$ cat config.mk
export PLATFORM = sky130hd
export DESIGN_NAME = arpc_cmp
export DESIGN_NICKNAME = d
export VERILOG_FILES = /design/src/rtl/arpc_pkg.sv /design/src/rtl/arpc_cmp.sv
export SDC_FILE = /design/constraint.sdc
export NUM_CORES = 1
export LEC_CHECK = 0
export ABC_AREA = 1
export BUFFER_PORTS_ARGS = -buffer_cell sky130_fd_sc_hd__buf_2
export CAP_MARGIN = 20
export CORE_AREA = 2 2 70 72
export DETAILED_ROUTE_END_ITERATION = 8
export DIE_AREA = 0 0 72 74
export PLACE_DENSITY = 0.79
export SETUP_SLACK_MARGIN = 0.02
export SLEW_MARGIN = 15
export SYNTH_ARGS = -nofsm -noshare
export SYNTH_HDL_FRONTEND = slang
export SYNTH_SLANG_ARGS = --single-unit
$ cat constraint.sdc
create_clock -name vclk -period 1.2
set_input_delay 0.24 -clock vclk [all_inputs]
set_output_delay 0.24 -clock vclk [all_outputs]
set_load 0.005 [all_outputs]
$ cat src/rtl/arpc_pkg.sv
// Shared constants, codes and types of the ARP cache table.
`timescale 1ns / 1ps
package arpc_pkg;

  // default geometry
  localparam int DEF_CACHE_ENTRIES = 16;
  localparam int DEF_PA_BITS       = 32;

  // fixed field widths
  localparam int PA_IN_W   = 32;
  localparam int MAC_W     = 48;
  localparam int AGE_W     = 8;
  localparam int ACT_W     = 3;
  localparam int ST_W      = 3;
  localparam int IDX_OUT_W = 4;
  localparam int CFG_IDX_W = 1;
  localparam int CFG_W     = 8;

  // actions
  localparam logic [ACT_W-1:0] ACT_REFRESH = 3'd0;
  localparam logic [ACT_W-1:0] ACT_RESERVE = 3'd1;
  localparam logic [ACT_W-1:0] ACT_LOOKUP  = 3'd2;
  localparam logic [ACT_W-1:0] ACT_ADD     = 3'd3;
  localparam logic [ACT_W-1:0] ACT_REMOVE  = 3'd4;
  localparam logic [ACT_W-1:0] ACT_CLEAR   = 3'd5;

  // result status
  localparam logic [ST_W-1:0] ST_MISS    = 3'd0;
  localparam logic [ST_W-1:0] ST_HIT     = 3'd1;
  localparam logic [ST_W-1:0] ST_PENDING = 3'd2;
  localparam logic [ST_W-1:0] ST_DONE    = 3'd3;
  localparam logic [ST_W-1:0] ST_FAIL    = 3'd4;

  // configuration register indexes and reset values
  localparam logic [CFG_IDX_W-1:0] CFG_FULL_AGE    = 1'd0;
  localparam logic [CFG_IDX_W-1:0] CFG_PENDING_AGE = 1'd1;
  localparam logic [CFG_W-1:0]     FULL_AGE_RST    = 8'd150;
  localparam logic [CFG_W-1:0]     PENDING_AGE_RST = 8'd5;

  localparam logic [AGE_W-1:0] AGE_MAX = 8'hFF;

  // compare unit flags for one row
  typedef struct packed {
    logic pa_eq;
    logic mac_eq;
    logic age_lt;
  } cmp_res_t;

endpackage

$ cat src/rtl/arpc_cmp.sv
// Shared row compare unit: address match, MAC match, age below running minimum.
`timescale 1ns / 1ps
module arpc_cmp import arpc_pkg::*; #(
  parameter int PAW = 32
) (
  input  logic [PAW-1:0]   row_pa,
  input  logic [MAC_W-1:0] row_mac,
  input  logic [AGE_W-1:0] row_age,
  input  logic [PAW-1:0]   op_pa,
  input  logic [MAC_W-1:0] op_mac,
  input  logic [AGE_W-1:0] min_age,
  output cmp_res_t         res
);

  always_comb begin
    res.pa_eq  = (row_pa == op_pa);
    res.mac_eq = (row_mac == op_mac);
    res.age_lt = (row_age < min_age);
  end

endmodule

# --- Word-level counts from Yosys, hierarchy flattened ---
# Index checks and enable logic that the tools add are counted.
word_totals:
  elab_cells: 3
  out_inout_bits: 3
  input_bits: 176
  regBits: 0
classes:
  n_eq_ne: 2
  order_cmp: 1
ops:
  columns: ["op", "count"]
  rows:
  - ["== test 48 bit", 1]
  - ["== test 32 bit", 1]
  - ["< comparator 8 bit", 1]

# --- Longest topological paths before layout ---
logic_depth:
  ltp_word: 1
  ltp_mapped: 9

# --- Worst setup path after synthesis ---
# No wires, ideal clock.
synth_path:
  kind: "input to output"
  start: "input min_age[7]"
  end: "output res[0] (netlist name)"
  path_stages: 5
  required_ps: 960
  path_slack_ps: 83
  arrival_ps: 877
  path_cell_list: "inv_1 -> ha_1 -> a21oi_1 -> o21ai_0 -> a21oi_1"
synth_lines:
  columns: ["element", "line_no", "rtl"]
  rows:
  - ["start: declaration", "arpc_cmp.sv:11", "input logic [AGE_W-1:0] min_age,"]
  - ["end: declaration", "arpc_cmp.sv:12", "output cmp_res_t res"]

==> flow_summary.json <==
{
  "outcome": "complete, but fails checks",
  "violations": "setup timing",
  "synth_area_per_cell_sq_um": 5.996,
  "grt_pass1_vias": 1538,
  "startpoint_type": "input pin",
  "yosysSeqAreaShare_pct": 0,
  "nNetsFinal": 566,
  "layout_commonest_cell": "buf_2",
  "leakage_nw": 1.291,
  "n_fill_cell": 425,
  "nClkBuffers": 0,
  "drt_iter0_drc": 35,
  "grt_max_degree": 3,
  "track_usage_pct": 13.21,
  "drtAntennaViolNets": 0,
  "wl_per_cell_um": 9.894,
  "portBuffers": 179,
  "num_io_pins": 179,
  "dp_hpwl_um": 3698,
  "dr.max_layer_used": "met3",
  "crit_required_ns": 0.96,
  "min_period_ns": 1.352,
  "vias": 1791,
  "cts_hold_buf": 0,
  "synth_nets": 385,
  "vdd_drop_max_uv": 147.6,
  "synth.largest_area_cell": "xnor2_1",
  "rows": 25,
  "fp.dieH_um": 74,
  "critPathCapture": "res[1]",
  "wl_met2_um": 2500,
  "grt_pass1_wl_um": 5913,
  "hold_class": "in2out",
  "critPathSlowestCell": "xnor2_1",
  "slew_violations": 0,
  "initial_core_util_pct": 26.34,
  "report.final.hold_viol_count": 0,
  "p_per_area_mw_per_mm2": 323.1,
  "crit_path_start": "op_mac[10]",
  "final_layout_size_suffix_gt1_share_pct": 53.28,
  "min_from": "row_mac[22]",
  "vias_per_cell": 4.117,
  "syn_inst": 202,
  "cts_setup_buffers": 0,
  "synthDistinctLibCells": 14,
  "grt_setup_unrepaired": "true",
  "place_ws_ns": -0.1571,
  "die_x_um": 72,
  "wl_met1_um": 1442,
  "synth_top_area_share_pct": 47.00,
  "worstSetupEndpointType": "primary output",
  "totalPowerFinal_mw": 0.7746,
  "area_growth_pct": 97.93,
  "drt_pass1_iterations": 4,
  "setup_viol": 3,
  "coreArea_sq_mm": 0.004598,
  "routed_wl_um": 4304,
  "die-area_sq_mm": 0.005328,
  "critPathMaxStageDelay_ns": 0.17,
  "cp_max_fo": 1,
  "final_cell_mix": "163 x buf_2, 57 x xnor2_1, 51 x nand2_1",
  "grt_overflow_total": 0,
  "timing.max_slew.rel_slack_pct": 88.11,
  "max_freq_ghz": 0.7396,
  "diodes": 0,
  "post-route-period-util_pct": 112.7,
  "yosys_warnings": 0,
  "multiInputGateArea_sq_mm": 0.001230,
  "seq_area_sq_um": 0,
  "dr_wl_met3_um": 361,
  "fin_ws_ns": -0.1521,
  "syn_area_sq_mm": 0.001211,
  "gp_congestion": 0.7404,
  "drc_errors": 0,
  "path_class": "in2out",
  "synth_area_leaders": "xnor2_1 47%, nand2_1 16%, inv_1 8.4%",
  "n_sequential_cell": 0,
  "antenna_found_initial": 0,
  "worst_slew_pin_slew_ns": 0.1770,
  "arrival_ns": 1.11,
  "min_delay_path_depth": 7,
  "drv_cap": 0,
  "crit_chain": "buf_2, xnor2_1, nand2_1, nor2_1, nand2_1, nor2_1, nand2_1, nor2_1, buf_2"
}
==> kinds of logic after synthesis <==
family | after synthesis | share of synthesized area [%]
AND/OR/NAND/NOR | 92 | 31.61
XOR/XNOR | 69 | 49.90
buffers and inverters | 27 | 8.368
AO/OA/AOI/OAI | 7 | 2.892
adder cells (fa/ha/maj) | 7 | 7.231
==> worst max-delay path: cells and delay by family <==
family,cells,cell delay [ns]
buffers and inverters,2,0.23
AND/OR/NAND/NOR,6,0.48
XOR/XNOR,1,0.17
==> power breakdown <==
part | internal (mW) | switching, mW
logic | 0.479 | 0.296
registers | 0 | 0
clock network | 0 | 0
total | 0.479 | 0.296
==> metrics by stage <==
step	setup TNS, ns	cells	utilization, %	hold slack, ns	area, sq um
after floorplan	0	202	-	0.6908	1211
after global placement	-0.4210	435	47.29	0.9203	2175
after detailed placement	-0.4474	435	47.29	0.9226	2175
after CTS	-0.3922	435	49.93	0.9196	2296
after global routing	-0.6890	435	52.14	0.9655	2397
final	-0.3820	435	52.14	0.9160	2397
==> layout make-up <==
class / instances / area share, %
tap: 54 / 2.818
multi-input combinational: 175 / 51.30
inverter: 27 / 4.332
timing repair buffer: 179 / 41.54
==> cells in the mapped netlist (all sizes together) <==
library cell	n
nor3	3
ha	7
inv	27
nor2	25
xor2	4
a21oi	5
o21ai	2
nand3	1
or2	2
nand4	10
nand2	51
xnor2	65
==> worst min path at each step <==
stage / to / slack [ns]
after floorplan: res[1] / 0.69
after global placement: res[1] / 0.92
after detailed placement: res[1] / 0.92
after CTS: res[1] / 0.92
after global routing: res[2] / 0.97
final: res[1] / 0.92
==> routing by layer <==
layer	global-route usage [%]	vias up
met5	0	-
met4	0	0
met3	0.9485	0
met2	29.32	91
met1	14.12	725
li1	-	975
==> repair_timing <==
item / 4_1_cts / 5_1_grt
setup endpoints to repair: 3 / 3
pin swaps: 27 / 21
gates resized for setup: 20 / 22
No activity file was read; power rests on OpenSTA's default activity.
