### config.mk
export PLATFORM = sky130hd
export DESIGN_NAME = arpc_row_store
export DESIGN_NICKNAME = d
export VERILOG_FILES = /design/src/rtl/arpc_pkg.sv /design/src/rtl/arpc_row_store.sv
export SDC_FILE = /design/constraint.sdc
export NUM_CORES = 1
export LEC_CHECK = 0
export BUFFER_PORTS_ARGS = -buffer_cell sky130_fd_sc_hd__buf_2
export CAP_MARGIN = 15
export CORE_ASPECT_RATIO = 1.75
export CORE_UTILIZATION = 55
export DETAILED_ROUTE_END_ITERATION = 16
export PLACE_DENSITY = 0.75
export RECOVER_POWER = 100
export SLEW_MARGIN = 30
export SYNTH_ARGS = -nofsm -noshare
export SYNTH_HDL_FRONTEND = slang
export SYNTH_SLANG_ARGS = --single-unit
export TNS_END_PERCENT = 100
### constraint.sdc
create_clock -name clk -period 10.6 [get_ports clk]
set_input_delay 1.06 -clock clk [delete_from_list [all_inputs] [get_ports clk]]
set_output_delay 1.06 -clock clk [all_outputs]
set_load 0.02 [all_outputs]
### src/rtl/arpc_pkg.sv
// Shared constants, codes and types of the ARP cache table.
`timescale 1ns / 1ps
package arpc_pkg;

  // default geometry
  localparam int DEF_CACHE_ENTRIES = 16;
  localparam int DEF_PA_BITS       = 32;

  // fixed field widths
  localparam int PA_IN_W   = 32;
  localparam int MAC_W     = 48;
  localparam int AGE_W     = 8;
  localparam int ACT_W     = 3;
  localparam int ST_W      = 3;
  localparam int IDX_OUT_W = 4;
  localparam int CFG_IDX_W = 1;
  localparam int CFG_W     = 8;

  // actions
  localparam logic [ACT_W-1:0] ACT_REFRESH = 3'd0;
  localparam logic [ACT_W-1:0] ACT_RESERVE = 3'd1;
  localparam logic [ACT_W-1:0] ACT_LOOKUP  = 3'd2;
  localparam logic [ACT_W-1:0] ACT_ADD     = 3'd3;
  localparam logic [ACT_W-1:0] ACT_REMOVE  = 3'd4;
  localparam logic [ACT_W-1:0] ACT_CLEAR   = 3'd5;

  // result status
  localparam logic [ST_W-1:0] ST_MISS    = 3'd0;
  localparam logic [ST_W-1:0] ST_HIT     = 3'd1;
  localparam logic [ST_W-1:0] ST_PENDING = 3'd2;
  localparam logic [ST_W-1:0] ST_DONE    = 3'd3;
  localparam logic [ST_W-1:0] ST_FAIL    = 3'd4;

  // configuration register indexes and reset values
  localparam logic [CFG_IDX_W-1:0] CFG_FULL_AGE    = 1'd0;
  localparam logic [CFG_IDX_W-1:0] CFG_PENDING_AGE = 1'd1;
  localparam logic [CFG_W-1:0]     FULL_AGE_RST    = 8'd150;
  localparam logic [CFG_W-1:0]     PENDING_AGE_RST = 8'd5;

  localparam logic [AGE_W-1:0] AGE_MAX = 8'hFF;

  // compare unit flags for one row
  typedef struct packed {
    logic pa_eq;
    logic mac_eq;
    logic age_lt;
  } cmp_res_t;

endpackage

### src/rtl/arpc_row_store.sv
// Row memory with per-row live bits; a row that is not live reads as all zero.
`timescale 1ns / 1ps
module arpc_row_store import arpc_pkg::*; #(
  parameter int ENTRIES = 16,
  parameter int PAW     = 32,
  parameter int IW      = 4
) (
  input  logic             clk,
  input  logic             rst_n,
  input  logic             rd_en,
  input  logic [IW-1:0]    rd_addr,
  output logic [PAW-1:0]   rd_pa,
  output logic [MAC_W-1:0] rd_mac,
  output logic [AGE_W-1:0] rd_age,
  output logic             rd_valid,
  input  logic             wr_en,
  input  logic [IW-1:0]    wr_addr,
  input  logic [PAW-1:0]   wr_pa,
  input  logic [MAC_W-1:0] wr_mac,
  input  logic [AGE_W-1:0] wr_age,
  input  logic             wr_valid,
  input  logic             clr_en,
  input  logic [IW-1:0]    clr_addr,
  input  logic             clr_all
);

  localparam int WW = 1 + AGE_W + MAC_W + PAW;

  logic [WW-1:0]      mem [ENTRIES];
  logic [WW-1:0]      mem_q_r;
  logic [ENTRIES-1:0] live_r, live_nxt;
  logic               live_q_r;
  logic [WW-1:0]      word;

  always_ff @(posedge clk) begin
    if (wr_en) begin
      mem[wr_addr] <= {wr_valid, wr_age, wr_mac, wr_pa};
    end
    if (rd_en) begin
      mem_q_r <= mem[rd_addr];
    end
  end

  // write marks a row live, a row clear drops it, clear-all drops every row
  always_comb begin
    live_nxt = live_r;
    if (clr_all) begin
      live_nxt = '0;
    end else begin
      if (wr_en) live_nxt[wr_addr] = 1'b1;
      if (clr_en) live_nxt[clr_addr] = 1'b0;
    end
  end

  always_ff @(posedge clk) begin
    if (!rst_n) begin
      live_r   <= '0;
      live_q_r <= 1'b0;
    end else begin
      live_r <= live_nxt;
      if (rd_en) live_q_r <= live_r[rd_addr];
    end
  end

  assign word = live_q_r ? mem_q_r : '0;
  assign {rd_valid, rd_age, rd_mac, rd_pa} = word;

endmodule

## After elaboration in Yosys (flattened, before gate mapping)

Memory sizes are Yosys's and may differ from the RTL's. A register that Yosys moved wholly into a read port is not among the register bits.
Index checks and enable logic that the tools add are counted.

- Memories kept: 1
- Register bits after elaboration: 17
- Latch bits: 0
- Bits in read-only memories: 0
- Logic and storage cells: 27
- Input bits: 107
- Output and inout bits: 89
- Bits in writable memories: 1424

Memory list:

| name | words | bits a word | read ports | clocked after Yosys merged registers in | write ports | line | RTL |
|---|---|---|---|---|---|---|---|
| mem | 16 | 89 | 1 | 1 | 1 | arpc_row_store.sv:29 | `logic [WW-1:0] mem [ENTRIES];` |

- Add/subtract/negate cells: 0
- Bitwise logic cells: 4
- Shifts and indexed selects: 0
- Reduce and logical (&&, ||, !) cells: 3
- Multiply operators: 0
- Multiplexer cells: 12
- Order comparisons: 5
- Eq/ne operators: 0
- Div/mod/pow operators: 0

Operators with widths:

| kind | count |
|---|---|
| 2-to-1 mux 89 bit | 1 |
| 2-to-1 mux 16 bit | 3 |
| AND 16 bit | 1 |
| inverter 16 bit | 1 |
| bitwise OR 16 bit | 1 |
| less-than comparator 4 x 5 -> 1 bit (second input constant) | 3 |
| demux 1 bit (select 4 bit) | 2 |
| greater-or-equal comparator 4 x 1 -> 1 bit (second input constant) | 2 |
| 2-to-1 mux 1 bit | 5 |
| binary-select mux 1 bit (select 4 bit) | 1 |
| logical AND 1 bit | 2 |
| OR reduction 2 bit | 1 |
| inverter 1 bit | 1 |

## Longest topological paths before layout

Gate-level depths: netlist of the first run.

- Depth in word-level cells: 9
- Gate-level depth with buffers: 7
- Depth with buffers taken out: 4

## Least setup slack after synthesis of the first run

No wires, ideal clock.

- Path type: input-to-reg
- From: input port wr_addr[2]
- To: register live_r[0]
- Data required time: 10.504 ns
- Cell stages on the path: 3
- Data arrival time: 10.963 ns
- Path buffers: 1
- Library setup time: 0.096 ns
- Slack: -0.459 ns
- Path through: clkbuf_1 nor4_1 o221a_2

- Longest elaborated chain between the ends: 9
- Elaborated cells on any way between the ends: 10
- Classes of those cells: order compare (2); mux (5); bitwise (2); reduce/logical (1)

RTL lines:

| element | line | RTL |
|---|---|---|
| from (decl) | arpc_row_store.sv:17 | `input logic [IW-1:0] wr_addr,` |
| less-than comparator 4 x 5 -> 1 bit (implied by the code) or greater-or-equal comparator 4 x 1 -> 1 bit (tied branches) | arpc_row_store.sv:50 | `if (wr_en) live_nxt[wr_addr] = 1'b1;` |
| logical AND 1 bit (implied by the code) | arpc_row_store.sv:50 |  |
| 2-to-1 mux 1 bit (implied by the code) | arpc_row_store.sv:50 |  |
| demux 1 bit (select 4 bit) * | arpc_row_store.sv:50 |  |
| bitwise OR 16 bit (no source line) * | -- |  |
| 2-to-1 mux 16 bit * | arpc_row_store.sv:50 |  |
| 2-to-1 mux 16 bit * | arpc_row_store.sv:47 | `if (clr_all) begin` |
| AND 16 bit (no source line) | -- |  |
| 2-to-1 mux 16 bit * | arpc_row_store.sv:51 | `if (clr_en) live_nxt[clr_addr] = 1'b0;` |
| to (signal assigned) | arpc_row_store.sv:60 | `live_r <= live_nxt;` |
| to (decl) | arpc_row_store.sv:31 | `logic [ENTRIES-1:0] live_r, live_nxt;` |

Mark *: on every way between the ends. The rest lies on a longest branch, timed or not. The select of a mux whose other input is x is not followed.
A chain may end at the register's enable or synchronous reset.

## Final worst setup path of the first run

- From: input port rd_en
- To: register mem_q_r[13] (read register of mem), enable pin

RTL lines:

| element | line | RTL |
|---|---|---|
| from (decl) | arpc_row_store.sv:10 | `input logic rd_en,` |
| to (decl) | arpc_row_store.sv:30 | `logic [WW-1:0] mem_q_r;` |

No word-level cell between the ends.

==> impl_metrics.yaml, run 1 <==
placement:
  detailed_place.area_um2: 60100
  portBuffers: 195
  hpwl_um: 59700
  gp_congestion: 0.743
  pre_cts_ws_ns: 6.38
  dp.cells: 3715
critical_path:
  critPathLaunchType: "input pin"
  cp_common_cell: "clkbuf_1"
  crit_chain: "clkbuf_1 > clkbuf_1"
  cp.arrival_ns: 7.21
  path_class: "in -> reg"
  cp.required_ns: 10.85
  cp_top_family: "buffers and inverters"
  path_max_fanout: 48
  worstSetupStartpoint: "rd_en"
  r2r_end: "live_q_r"
  max_stage_delay_ns: 3.01
  endpoint_kind: "register"
  slowest_stage: "clkbuf_1"
  r2r_slack_ns: 8.46
  cp_num_buf_inv: 2
  regToRegStartpoint: "live_q_r"
  reg2reg_depth: 2
sta:
  rsz0062_at_grt: "no"
  relSlewSlack_pct: -243
  min_period_ns: 6.96
  final.period_utilization_pct: 65.6
  worst_slack_ns: 3.64
  setup_viol_count_final: 0
  clock-skew-final_ns: 0.0313
  tightest_slew_ns: 5.14
  maxSlewViolCount: 813
  hold_violations: 0
  fmaxAchievable_ghz: 0.144
  setup-tns-final_ns: 0
  fin_hold_ws_ns: 0.504
run_status:
  status: "complete, but fails checks"
  violations: "capacitance limit, slew limit"
drt:
  antenna_left: 0
  dr.pass1.iters: 5
  num_vias: 25500
  drc: 0
  viasPerCell: 6.46
  wire_per_inst_um: 32.4
  totalWireLength_um: 128000
  drtIter0Drc: 2668
grt:
  grt_pass1_vias: 27000
  grt_max_degree: 113
  grt_overflow_total: 0
  grt_pass1_wl_um: 186000
  grt_usage_pct: 25.0
  antenna_found_initial: 17
yosys:
  yosys.area.top_type: "edfxtp_1"
  synth_top_area_share_pct: 79.0
  synth_nets: 2358
  synth.area.top_cells: "edfxtp_1 79%, mux4_2 18%, and2_1 0.97%"
  syn_area_per_cell_um2: 25.6
  postSynthCellCount: 2251
  mappedNetlistArea_um2: 57500
  ys_seq_area_share_pct: 79.6
  yosys_warnings: 0
  yosysUniqueCellTypes: 25
  ys_seq_elements: 1530
layout:
  layout-drive-gt1-share_pct: 29.5
  seq_area_um2: 45800
  finalCoreUtilization_pct: 61.8
  multi_input_area_um2: 11100
  fill_cells: 6794
  final_area_um2: 63900
  stdcell_count: 3953
  layout.nets: 2614
  syn_to_final_growth_pct: 11.1
clock_network:
  cts_htree_levels: 4
  cts.path.max_buffers: 3
  insertion_delay_ns: 0.76
  post_cts_buffers: 0
  hold_buffers: 0
  path_clk_slew_ns: 0.06
  cts_buffers: 130
  cts_tree: "yes"
  ctsResizeCount: 0
  cts_root_buf: "clkbuf_16"
  numClockSinks: 1530
min_path:
  hold_path_class: "reg -> reg"
  worstHoldStart: "live_r[12]"
  hold-path-endpoint: "live_r[12]"
  hold_path_depth: 2
floorplan:
  die-area_um2: 106000
  core_area_um2: 103000
  ios: 196
  start_util_pct: 55.6
  row_count: 156
  die_w_um: 246
  die_h_um: 430
pwr:
  max-vdd-ir-drop_v: 0.000185
  powerDensity_nw_per_um2: 187
  leakage_nw: 19.8
  p_total_mw: 12.0
flow_run:
  drv_cap: 18
==> final cells by class <==
cell class	instances	area share, %
diodes	4	0.0157
clock buffers	155	5.27
clock inverters	76	0.984
inverters	2	0.0117
multi-input cells	605	17.4
flip-flops and latches	1530	71.6
well taps	1343	2.63
repair buffers	238	2.08
==> sequential cells by signal, indices dropped and copies added, names as in the netlist <==
signal,cells
mem,1424
live_r,16
mem_q_r,89
live_q_r,1
==> cell usage after synthesis <==
cell type,count
o31ai_1,1
nor3_1,8
buf_4,21
clkbuf_1,54
nor4_1,3
edfxtp_1,1513
nand2_1,6
buf_2,14
nor2_1,10
mux4_2,447
nand2b_1,6
inv_1,2
nor2b_1,2
buf_1,10
nand3_1,5
nand3b_1,4
o221a_2,15
or2_2,1
dfxtp_1,17
buf_6,15
a32oi_1,1
and2_1,89
o211ai_1,1
mux2i_1,4
a221oi_1,2
==> worst min-delay path: cells and delay by family (launching register included) <==
family	cells	cell delay (ns)
DFF	1	0.33
and+or+nand+nor	2	0.14
==> kinds of logic (layout without fill, tap and decap cells) <==
kind of cell | count (synthesis) | count (layout) | share of synthesized area (%)
AOI/OAI and AO/OA | 20 | 20 | 0.365
buffers and inverters | 116 | 471 | 1.12
DFF | 1530 | 1530 | 79.6
muxes | 451 | 451 | 17.6
other | 0 | 4 | 0
and+or+nand+nor | 134 | 134 | 1.37
==> how the worst max path moves through the flow <==
stage	end	slack, ns	cells past startpoint
floorplan	live_r[0]	-0.46	3
global placement	mem[15][8]	6.43	5
detailed placement	mem[15][9]	6.38	5
CTS	rd_mac[23]	6.53	3
global route	mem_q_r[13]	3.48	2
finish	mem_q_r[13]	3.64	2
==> layer usage <==
metal	vias to the layer above	global-route usage, %	part of all wire, %
met5	-	0	0.076
met4	16	7.65	2.6
met3	220	4.83	8.2
met2	1322	42.1	52
met1	13700	33.2	37
li1	10200	-	-
==> cells in the final DEF, fill, tap and decap left out, types with 6 or more instances in the layout <==
cell type and instances:
edfxtp_1 1513, mux4_2 447, clkbuf_1 147, clkbuf_16 130
buf_2 82, and2_0 71, clkinv_2 27, clkinv_1 20
and2_1 18, dfxtp_1 17, o221a_2 15, buf_4 12
buf_12 9, nor3_1 8, nor2_1 7, inv_6 7
nand2b_1 6, nand2_1 6, bufinv_16 6, clkinvlp_4 6
==> where the power goes <==
part	switching, mW	total [mW]	leakage, nW	internal [mW]
logic	0.323	0.577	4.00	0.254
registers	0.0430	6.85	13.9	6.81
clock network	2.11	4.55	1.95	2.44
total	2.48	12.0	19.8	9.50
Power figures use the tool's default switching activity.
==> run 2, diff against run 1 <==
Settings changed: PLACE_DENSITY 0.75 to 0.72.
Clock period 10.6 ns to 6.9 ns, I/O delays scaled along.
==> impl_metrics.yaml, run 2 (synthesized netlist as in run 1, its figures left out) <==
drt:
  drtIter0Drc: 2586
  antenna_left: 0
  drc: 0
  dr.pass1.iters: 5
  totalWireLength_um: 125000
  num_vias: 25400
  viasPerCell: 6.43
  wire_per_inst_um: 31.7
sta:
  relSlewSlack_pct: -181
  rsz0062_at_grt: "no"
  final.period_utilization_pct: 65.3
  hold_violations: 0
  worst_slack_ns: 2.39
  fmaxAchievable_ghz: 0.222
  tightest_slew_ns: 4.22
  min_period_ns: 4.51
  clock-skew-final_ns: 0.0254
  setup_viol_count_final: 0
  maxSlewViolCount: 1601
grt:
  grt_max_degree: 119
  grt_overflow_total: 0
  grt_usage_pct: 24.5
  grt_pass1_vias: 26900
  grt_pass1_wl_um: 184000
  antenna_found_initial: 16
floorplan:
  die_w_um: 246
  start_util_pct: 55.6
  row_count: 156
  die_h_um: 430
  die-area_um2: 106000
  core_area_um2: 103000
  ios: 196
clock_network:
  post_cts_buffers: 0
  cts.path.max_buffers: 3
  cts_root_buf: "clkbuf_16"
  path_clk_slew_ns: 0.06
  cts_buffers: 130
  ctsResizeCount: 0
  cts_htree_levels: 4
  hold_buffers: 0
  numClockSinks: 1530
  insertion_delay_ns: 0.77
  cts_tree: "yes"
critical_path:
  endpoint_kind: "output port"
  crit_chain: "clkbuf_1 > and2_0 > buf_2"
  cp_top_family: "buffers and inverters"
  path_class: "reg -> out"
  cp.arrival_ns: 3.82
  max_stage_delay_ns: 1.42
  slowest_stage: "clkbuf_1"
  cp.required_ns: 6.21
  path_max_fanout: 59
  cp_num_buf_inv: 2
  critPathLaunchType: "register"
pwr:
  max-vdd-ir-drop_v: 0.000263
  powerDensity_nw_per_um2: 292
  leakage_nw: 19.9
layout:
  fill_cells: 6829
  layout_common_cells: "1513 x edfxtp_1, 447 x mux4_2, 134 x clkbuf_16, 132 x clkbuf_1, 82 x buf_2"
  largest_reg_flops: 1424
  regMostFlops: "mem"
  finalCoreUtilization_pct: 61.8
  multi_input_area_um2: 11200
  layout.nets: 2603
  final_common_cell: "edfxtp_1"
  seq_area_um2: 45800
  top_regs: "mem x1424, mem_q_r x89, live_r x16"
  syn_to_final_growth_pct: 11.2
  layout-drive-gt1-share_pct: 29.9
placement:
  hpwl_um: 55700
  gp_congestion: 0.732
  pre_cts_ws_ns: 3.22
  portBuffers: 195
run_status:
  status: "complete, but fails checks"
  violations: "capacitance limit, slew limit"
flow_run:
  drv_cap: 19
min_path:
  hold_path_class: "in -> reg"
[run 2: cell count changes in the layout (fill, tap and decap cells not counted), moves of 4 or more]
cell / previous run / this run
clkbuf_2: 0 / 17
clkbuf_1: 147 / 132
buf_12: 9 / 4
bufinv_16: 6 / 11
buf_4: 12 / 8
clkbuf_16: 130 / 134
clkinv_1: 20 / 24
[run 2: worst paths after layout]
check | from | to | slack [ns] | depth (start not counted)
min | rst_n | live_q_r | 0.26 | 3
min reg2reg | live_r[12] | live_r[12] | 0.51 | 2
max | live_q_r | rd_pa[4] | 2.39 | 3
max reg2reg | mem[10][19] | mem_q_r[19] | 5.23 | 2
[run 2: per-layer routing]
layer	track usage, %	routed length (um)
met1	34.3	49100
met2	40.0	63900
met3	4.45	9380
met4	6.83	2870
met5	0	138
[run 2: final cells by class]
type / count / area share (%)
diodes: 5 / 0.0196
clock buffers: 156 / 5.37
clock inverters: 80 / 1.17
inverters: 2 / 0.0117
multi-input cells: 605 / 17.4
flip-flops and latches: 1530 / 71.6
well taps: 1343 / 2.63
repair buffers: 227 / 1.78
[run 2: through the flow]
step,hold slack (ns),setup TNS [ns],instance area [um^2],std cells,power [mW]
after global routing,0.263,0,63900,3945,19.2
after CTS,0.198,0,64400,3942,18.8
after floorplan,0.455,-1265.69,57500,2251,11.3
final,0.265,0,64000,3948,18.6
after global placement,0.470,0,60200,3706,11.6
after detailed placement,0.490,0,60200,3706,11.6
[run 2: worst min-delay path, cell delays in order]
cell and delay (ns):
buf_2 0.12, a32oi_1 0.10, o211ai_1 0.07
[run 2: report_power, final]
| group | switching [mW] | total [mW] | leakage [nW] | internal (mW) |
|---|---|---|---|---|
| sequential | 0.0682 | 10.5 | 13.9 | 10.5 |
| combinational | 0.491 | 0.863 | 3.96 | 0.372 |
| clock | 3.25 | 7.24 | 2.04 | 3.99 |
| total | 3.81 | 18.6 | 19.9 | 14.8 |
